## config.mk

```make
export PLATFORM = sky130hd
export DESIGN_NAME = indexed_list_insert_remove
export DESIGN_NICKNAME = d
export VERILOG_FILES = /design/src/ilir_pkg.sv /design/src/ilir_cell.sv /design/src/indexed_list_insert_remove.sv
export VERILOG_INCLUDE_DIRS = /design/src /design/src/src
export SDC_FILE = /design/constraint.sdc
export NUM_CORES = 2
export LEC_CHECK = 0
export BUFFER_PORTS_ARGS = -buffer_cell sky130_fd_sc_hd__buf_2
export CAP_MARGIN = 20
export CORE_MARGIN = 8
export CORE_UTILIZATION = 55
export DETAILED_ROUTE_END_ITERATION = 6
export PLACE_DENSITY = 0.76
export SETUP_SLACK_MARGIN = 0.3
export SLEW_MARGIN = 40
export SYNTH_ARGS = -nofsm -noshare
export SYNTH_HDL_FRONTEND = slang
export SYNTH_HIERARCHICAL = 1
export SYNTH_SLANG_ARGS = --single-unit
```

## constraint.sdc

```tcl
create_clock -name clk -period 14.2 [get_ports clk]
set_clock_uncertainty 0.15 [all_clocks]
set_input_delay 3.55 -clock clk [delete_from_list [all_inputs] [get_ports clk]]
set_output_delay 3.55 -clock clk [all_outputs]
set_load 0.005 [all_outputs]
```

## src/indexed_list_insert_remove_macros.svh

```systemverilog
// Assertion macros shared by the list design.
`ifndef INDEXED_LIST_INSERT_REMOVE_MACROS_SVH
`define INDEXED_LIST_INSERT_REMOVE_MACROS_SVH

// Same-cycle implication, checked outside of reset.
`define ILIR_ASSERT_NOW(label, ante, cons) \
    label: assert property (@(posedge clk) disable iff (!rst_n) (ante) |-> (cons)) \
        else $error("list assertion failed");

// Next-cycle implication, checked outside of reset.
`define ILIR_ASSERT_NEXT(label, ante, cons) \
    label: assert property (@(posedge clk) disable iff (!rst_n) (ante) |=> (cons)) \
        else $error("list assertion failed");

`endif

```

## src/ilir_pkg.sv

```systemverilog
package ilir_pkg;

    localparam int CAPACITY   = 64;
    localparam int ENTRY_BITS = 8;
    localparam int COUNT_BITS = $clog2(CAPACITY + 1);
    localparam int IDX_BITS   = $clog2(CAPACITY);
    localparam int POS_BITS   = 7;
    localparam int MODE_BITS  = 3;

    typedef enum logic [MODE_BITS-1:0] {
        MODE_PUSH      = 3'd0,
        MODE_INSERT    = 3'd1,
        MODE_POP       = 3'd2,
        MODE_REMOVE    = 3'd3,
        MODE_READ      = 3'd4,
        MODE_OVERWRITE = 3'd5
    } mode_t;

    typedef enum logic [1:0] {
        CELL_HOLD,
        CELL_INSERT,
        CELL_REMOVE,
        CELL_WRITE
    } cell_op_t;

    typedef struct packed {
        cell_op_t              op;
        logic [POS_BITS-1:0]   pos;
        logic [ENTRY_BITS-1:0] data;
    } ilir_ctrl_t;

endpackage

```

## src/ilir_cell.sv

```systemverilog
module ilir_cell
    import ilir_pkg::*;
(
    input  logic                  clk,
    input  logic [IDX_BITS-1:0]   idx,
    input  ilir_ctrl_t            ctrl,
    input  logic [ENTRY_BITS-1:0] lower,
    input  logic [ENTRY_BITS-1:0] upper,
    output logic [ENTRY_BITS-1:0] entry,
    output logic [ENTRY_BITS-1:0] rd_data
);

    logic [ENTRY_BITS-1:0] entry_reg;
    logic [ENTRY_BITS-1:0] entry_next;
    logic [POS_BITS-1:0]   my_pos;
    logic                  at_pos;
    logic                  above_pos;

    assign my_pos    = POS_BITS'(idx);
    assign at_pos    = (my_pos == ctrl.pos);
    assign above_pos = (my_pos > ctrl.pos);

    always_comb
    begin
        entry_next = entry_reg;
        unique case (ctrl.op)
            CELL_INSERT:
            begin
                if (at_pos)
                begin
                    entry_next = ctrl.data;
                end
                else if (above_pos)
                begin
                    entry_next = lower;
                end
            end
            CELL_REMOVE:
            begin
                if (at_pos || above_pos)
                begin
                    entry_next = upper;
                end
            end
            CELL_WRITE:
            begin
                if (at_pos)
                begin
                    entry_next = ctrl.data;
                end
            end
            CELL_HOLD:
            begin
                entry_next = entry_reg;
            end
        endcase
    end

    always_ff @(posedge clk)
    begin
        entry_reg <= entry_next;
    end

    assign entry   = entry_reg;
    assign rd_data = at_pos ? entry_reg : '0;

endmodule

```

## src/indexed_list_insert_remove.sv

```systemverilog
// A response is valid in the cycle after its request is accepted.
// Throughput: one request per cycle unless responses stall; the cell row
// shifts entries at and above the position; the response register
// decouples the two sides. A new request is accepted while the held
// response is being taken. Reset clears the count and the response
// valid; entry contents are undefined until written.
`include "indexed_list_insert_remove_macros.svh"

module indexed_list_insert_remove
    import ilir_pkg::*;
(
    input  logic                  clk,
    input  logic                  rst_n,
    input  logic                  req_valid,
    output logic                  req_ready,
    input  logic [MODE_BITS-1:0]  mode,
    input  logic [POS_BITS-1:0]   position,
    input  logic [ENTRY_BITS-1:0] entry_in,
    output logic                  rsp_valid,
    input  logic                  rsp_ready,
    output logic                  status,
    output logic [ENTRY_BITS-1:0] entry_out,
    output logic [COUNT_BITS-1:0] count_out
);

    localparam logic [COUNT_BITS-1:0] CAP = COUNT_BITS'(CAPACITY);

    logic [COUNT_BITS-1:0] count_reg;
    logic [COUNT_BITS-1:0] count_next;
    logic                  rsp_valid_reg;
    logic                  status_reg;
    logic [ENTRY_BITS-1:0] entry_out_reg;
    logic [COUNT_BITS-1:0] count_out_reg;

    logic                  fire;
    logic                  err;
    logic                  takes_entry;
    logic [POS_BITS-1:0]   eff_pos;
    logic [POS_BITS-1:0]   count_pos;
    cell_op_t              op;
    ilir_ctrl_t            ctrl;
    logic [ENTRY_BITS-1:0] rd_any;

    logic [ENTRY_BITS-1:0] cell_entry [CAPACITY];
    logic [ENTRY_BITS-1:0] cell_rd    [CAPACITY];

    assign req_ready = !rsp_valid_reg || rsp_ready;
    assign fire      = req_valid && req_ready;
    assign count_pos = POS_BITS'(count_reg);

    always_comb
    begin
        err         = 1'b0;
        takes_entry = 1'b0;
        op          = CELL_HOLD;
        eff_pos     = position;
        count_next  = count_reg;
        unique case (mode)
            MODE_PUSH:
            begin
                eff_pos = count_pos;
                err     = (count_reg >= CAP);
                op      = CELL_INSERT;
                if (!err)
                begin
                    count_next = count_reg + COUNT_BITS'(1);
                end
            end
            MODE_INSERT:
            begin
                err = (position > count_pos) || (count_reg >= CAP);
                op  = CELL_INSERT;
                if (!err)
                begin
                    count_next = count_reg + COUNT_BITS'(1);
                end
            end
            MODE_POP:
            begin
                eff_pos     = count_pos - POS_BITS'(1);
                err         = (count_reg == '0);
                op          = CELL_REMOVE;
                takes_entry = 1'b1;
                if (!err)
                begin
                    count_next = count_reg - COUNT_BITS'(1);
                end
            end
            MODE_REMOVE:
            begin
                err         = (position >= count_pos);
                op          = CELL_REMOVE;
                takes_entry = 1'b1;
                if (!err)
                begin
                    count_next = count_reg - COUNT_BITS'(1);
                end
            end
            MODE_READ:
            begin
                err         = (position >= count_pos);
                takes_entry = 1'b1;
            end
            MODE_OVERWRITE:
            begin
                err = (position >= count_pos);
                op  = CELL_WRITE;
            end
            default:
            begin
                err = 1'b1;
            end
        endcase
    end

    always_comb
    begin
        ctrl.op   = (fire && !err) ? op : CELL_HOLD;
        ctrl.pos  = eff_pos;
        ctrl.data = entry_in;
    end

    for (genvar i = 0; i < CAPACITY; i++)
    begin : g_cell
        logic [ENTRY_BITS-1:0] lower;
        logic [ENTRY_BITS-1:0] upper;

        if (i == 0)
        begin : g_first
            assign lower = '0;
        end
        else
        begin : g_mid_lo
            assign lower = cell_entry[i-1];
        end

        if (i == CAPACITY - 1)
        begin : g_last
            assign upper = '0;
        end
        else
        begin : g_mid_hi
            assign upper = cell_entry[i+1];
        end

        ilir_cell u_cell (
            .clk     (clk),
            .idx     (IDX_BITS'(i)),
            .ctrl    (ctrl),
            .lower   (lower),
            .upper   (upper),
            .entry   (cell_entry[i]),
            .rd_data (cell_rd[i])
        );
    end

    always_comb
    begin
        rd_any = '0;
        for (int i = 0; i < CAPACITY; i++)
        begin
            rd_any = rd_any | cell_rd[i];
        end
    end

    always_ff @(posedge clk or negedge rst_n)
    begin
        if (!rst_n)
        begin
            count_reg     <= '0;
            rsp_valid_reg <= 1'b0;
        end
        else
        begin
            if (fire)
            begin
                count_reg     <= count_next;
                rsp_valid_reg <= 1'b1;
            end
            else if (rsp_ready)
            begin
                rsp_valid_reg <= 1'b0;
            end
        end
    end

    always_ff @(posedge clk)
    begin
        if (fire)
        begin
            status_reg    <= err;
            entry_out_reg <= (err || !takes_entry) ? '0 : rd_any;
            count_out_reg <= count_next;
        end
    end

    assign rsp_valid = rsp_valid_reg;
    assign status    = status_reg;
    assign entry_out = entry_out_reg;
    assign count_out = count_out_reg;

    `ILIR_ASSERT_NOW(a_count_bound, 1'b1, count_reg <= CAP)
    `ILIR_ASSERT_NEXT(a_err_keeps_count, fire && err, count_reg == $past(count_reg))
    `ILIR_ASSERT_NEXT(a_err_zero_entry, fire && err, status && entry_out == '0)
    `ILIR_ASSERT_NEXT(a_insert_grows, fire && !err && op == CELL_INSERT,
                      count_reg == $past(count_reg) + COUNT_BITS'(1))
    `ILIR_ASSERT_NEXT(a_rsp_count, fire, count_out == count_reg)

endmodule
```

==> impl_results.md <==
* Post-CTS setup buffer count at 0
* Weighted congestion at the end of routability-driven global placement at 0.9691
* Number of placement rows at 115
* Die span in y at ~330 µm
* Met3 global-route usage at under 10%
* Vias in the first global route at 38370
* Category of the worst setup path launch point: input pin
* Final Routed Wirelength at 143.5 mm
* Launch point of the worst reg-to-reg path: count_pos[6]$_DFFE_PN0P_
* Global Route Usage Sum at 25.52%
* Most instantiated flip-flop cell in the synthesis netlist: sky130_fd_sc_hd__edfxtp_1
* Number of register bits inferred by synthesis at approximately 540
* Post-Synthesis Mean Instance Area at between 10 and 15 µm²
* Routed via count divided by cell count at 5.984
* Sequential element share of the synthesized area at between 20 and 30%
* Static leakage at between 20 and 25 nW
* Distinct cell type count after synthesis at 75
* Horizontal die dimension at 330.7 µm
* Period utilization at 56.97%
* Met1 Resource Use GR at 36.79%
* Number of top-level pins at 40
* Starting Density at 55.42%
* Total number of clock tree sinks at 536
* Post-synthesis cell count at 4868
* Yosys Warn Count at 6
* Remaining Overflow, GRT at 0
* Final worst path period need at just over 8 ns
* Port Buffers at 39
* Layer carrying the most global-route usage: met2
* Skew-Pair Late Insertion Delay at 0.64 ns
* Worst IR Drop VDD at 0.07922 mV
* Share of synthesized cell area in and, or, nand and nor gates at 22.78%
* Final HPWL DP at 100.0 mm
* Wire length of the first global-routing pass at between 200 and 250 mm
* CTS root buffer: sky130_fd_sc_hd__clkbuf_16
* Status: finished clean
* Data required time at the worst endpoint at 14.41 ns
* Fraction of synthesized area in multiplexers at approximately 25%
* Adder-cell area share of the yosys netlist at 9.051%
* Compound-cell area share of the yosys netlist at between 7 and 8%
* Capturing point of the worst reg2reg path: g_cell[57].u_cell/entry[0]$_DFFE_PP_
* Total negative slack at 0 ns
* Area Overhead vs Synth at 7.346%
* Max_slew headroom at roughly 39%
* Netlist Area Pre-Place at 54470 µm²
* Number of flip-flops under the largest register name at 512
* Vias after detailed routing at 39200
* Num CTS Buffers at 59
* Antenna viol nets, final at 0
* Number of maximum-capacitance constraint violations at 0
* Number of flops mapped to enable cells by yosys at 528
* Actual transition at the worst max-transition pin at 0.9122 ns
* PostCTS Resize Cnt at 0
* WL per Instance at 21.90 µm
* Clock tree from TritonCTS: built
* GR Layer Usage met2 at 39.55%
* Pin count of the biggest net entering global routing at 146
* Fin. Hold Viols at 0
* Path depth of the worst reg2reg path at 14
* Ys async rst share at 1.493%
* Number of hold buffers added after CTS at 0
* Worst min-delay path class: reg -> reg
* Area share of the leading cell type in the synthesized netlist at ~29%
* CP Data Arrival Time at 8.30 ns
* Max-slew violation total from the final report at 0
* Kind of critical path: in -> reg
* Remaining design rule violation count at 0
* Min-Delay Endpoint: rsp_valid$_DFFE_PN0P_
* Layout net count at 5629
* Initial antenna violation count at 8
* Xor and xnor area share after synthesis at 0.1286%
* Cell depth of the worst hold path at 2
* Area contributors post-synth: sky130_fd_sc_hd__edfxtp_1 (29%), sky130_fd_sc_hd__mux2i_1 (25%), sky130_fd_sc_hd__ha_1 (9.1%)
* CTS H-tree lvls at 2
* Post-route total power at 5.020 mW
* Setup repair after global routing missed its margin: no
* FMAX at 0.1236 GHz
* Share of cells above drive strength 1 at 23.06%
* Final-report setup violation count at 0
* Largest family of logic cells by synthesized area: multiplexers
* Start point of the worst hold path: rsp_valid$_DFFE_PN0P_
* CTS clock-pin slew for the worst setup and hold paths at 0.06 ns
* Area enclosed by the die boundary at between 100000 and 150000 µm²
* Maximum clock insertion buffer count at 3
* Worst setup slack for register-to-register paths at 8.35 ns
* Drt pass-1 iters at 6
* Crit-path max FO at 33
* Critical path endpoint category: register
* Cell type with the largest total area after synthesis: sky130_fd_sc_hd__edfxtp_1
* Core footprint at 98280 µm²
* Power Density at 85.87 nW/µm²
* Post-Route Hold Slack at between 0.4 and 0.5 ns
* First DRT Iteration DRCs at 3624
==> cells by family after synthesis <==
family | Yosys count
mux | 1344
buf+inv | 596
flops | 536
xor+xnor | 8
other cells | 2
simple gates | 1537
fa+ha+maj | 394
compound gates | 451
==> through the flow <==
| stage | setup WS (ns) | utilization, % | instance area, µm² | cells |
|---|---|---|---|---|
| 5_1_grt | 5.891 | 59.49 | 58460 | 6548 |
| 3_3_place_gp | 5.343 | 57.19 | 56200 | 6432 |
| 3_5_place_dp | 5.558 | 57.33 | 56340 | 6433 |
| 2_1_floorplan | 0.7204 | - | 55960 | 5266 |
| 4_1_cts | 6.239 | 59.22 | 58200 | 6542 |
| 6_report | 6.110 | 59.49 | 58470 | 6551 |
==> power by group <==
part           internal (mW)  switching [mW]
combinational          0.630           0.984
sequential              1.81          0.0557
clock                  0.863           0.681
==> worst max-delay path by stage <==
| stage | startpoint | endpoint | slack, ns |
|---|---|---|---|
| finish | mode[0] | entry_out[5]$_SDFFCE_PP0P_ | 6.11 |
| detailed placement | mode[0] | entry_out[0]$_SDFFCE_PP0P_ | 5.56 |
| global placement | mode[0] | entry_out[5]$_SDFFCE_PP0P_ | 5.34 |
| CTS | mode[0] | entry_out[0]$_SDFFCE_PP0P_ | 6.24 |
| floorplan | mode[1] | entry_out[0]$_SDFFCE_PP0P_ | 0.72 |
| global route | position[2] | g_cell[57].u_cell/entry[0]$_DFFE_PP_ | 5.89 |
==> routing by layer <==
metal  share of wire [%]  up-vias
met4                 2.8        4
met3                 7.5      212
met5               0.024        -
met1                  45    19280
met2                  44     1371
li1                    -    18330
==> cell usage after synthesis, types with 65 or more instances <==
library cell and count:
sky130_fd_sc_hd__a211oi_2 65, sky130_fd_sc_hd__a21oi_1 75, sky130_fd_sc_hd__and2_2 512, sky130_fd_sc_hd__buf_6 65, sky130_fd_sc_hd__edfxtp_1 528, sky130_fd_sc_hd__ha_1 394
sky130_fd_sc_hd__inv_1 393, sky130_fd_sc_hd__mux2i_1 1344, sky130_fd_sc_hd__nand2_1 86, sky130_fd_sc_hd__nand2b_1 71, sky130_fd_sc_hd__nor2_1 345, sky130_fd_sc_hd__nor3_2 129
sky130_fd_sc_hd__nor4_1 136
==> area by class of cell <==
type	count	area, µm²
Timing Repair Buffer	88	839.6
Antenna cell	3	7.507
Inverter	394	1479
Fill cell	8071	39810
Clock inverter	30	296.5
Tap cell	1287	1610
Multi-Input combinational cell	4134	36620
Sequential cell	536	16060
Clock buffer	79	1562
==> worst max-delay path: stages <==
cell and delay, ns:
sky130_fd_sc_hd__buf_2 0.23, sky130_fd_sc_hd__or2_2 0.52, sky130_fd_sc_hd__nand2_1 0.18, sky130_fd_sc_hd__o21ai_4 0.08, sky130_fd_sc_hd__buf_4 0.48, sky130_fd_sc_hd__buf_4 0.66
sky130_fd_sc_hd__inv_1 0.11, sky130_fd_sc_hd__ha_1 0.38, sky130_fd_sc_hd__nand3_4 0.13, sky130_fd_sc_hd__nor2_8 0.08, sky130_fd_sc_hd__and2_2 0.21, sky130_fd_sc_hd__nor4_1 0.72
sky130_fd_sc_hd__nand4_1 0.46, sky130_fd_sc_hd__nor4_1 0.29, sky130_fd_sc_hd__nor2_1 0.08
==> cells in the final DEF, fill, tap and decap left out, drive strengths merged, types with 4 or more instances in the layout <==
cell type	instances
nor3	134
clkbuf	79
nor2	410
edfxtp	528
nor4	137
xnor2	7
o31a	65
dfrtp	8
and2	514
a211oi	129
buf	88
o32a	64
and3	6
a221oi	4
conb	400
o21ai	16
inv	397
nand4	35
a21oi	75
a31oi	4
nand2b	71
ha	394
a21o	68
mux2i	1344
nand4b	64
bufinv	5
nand3b	4
clkinv	21
nand2	86
nand3	67
Power figures use the tool's default switching activity.
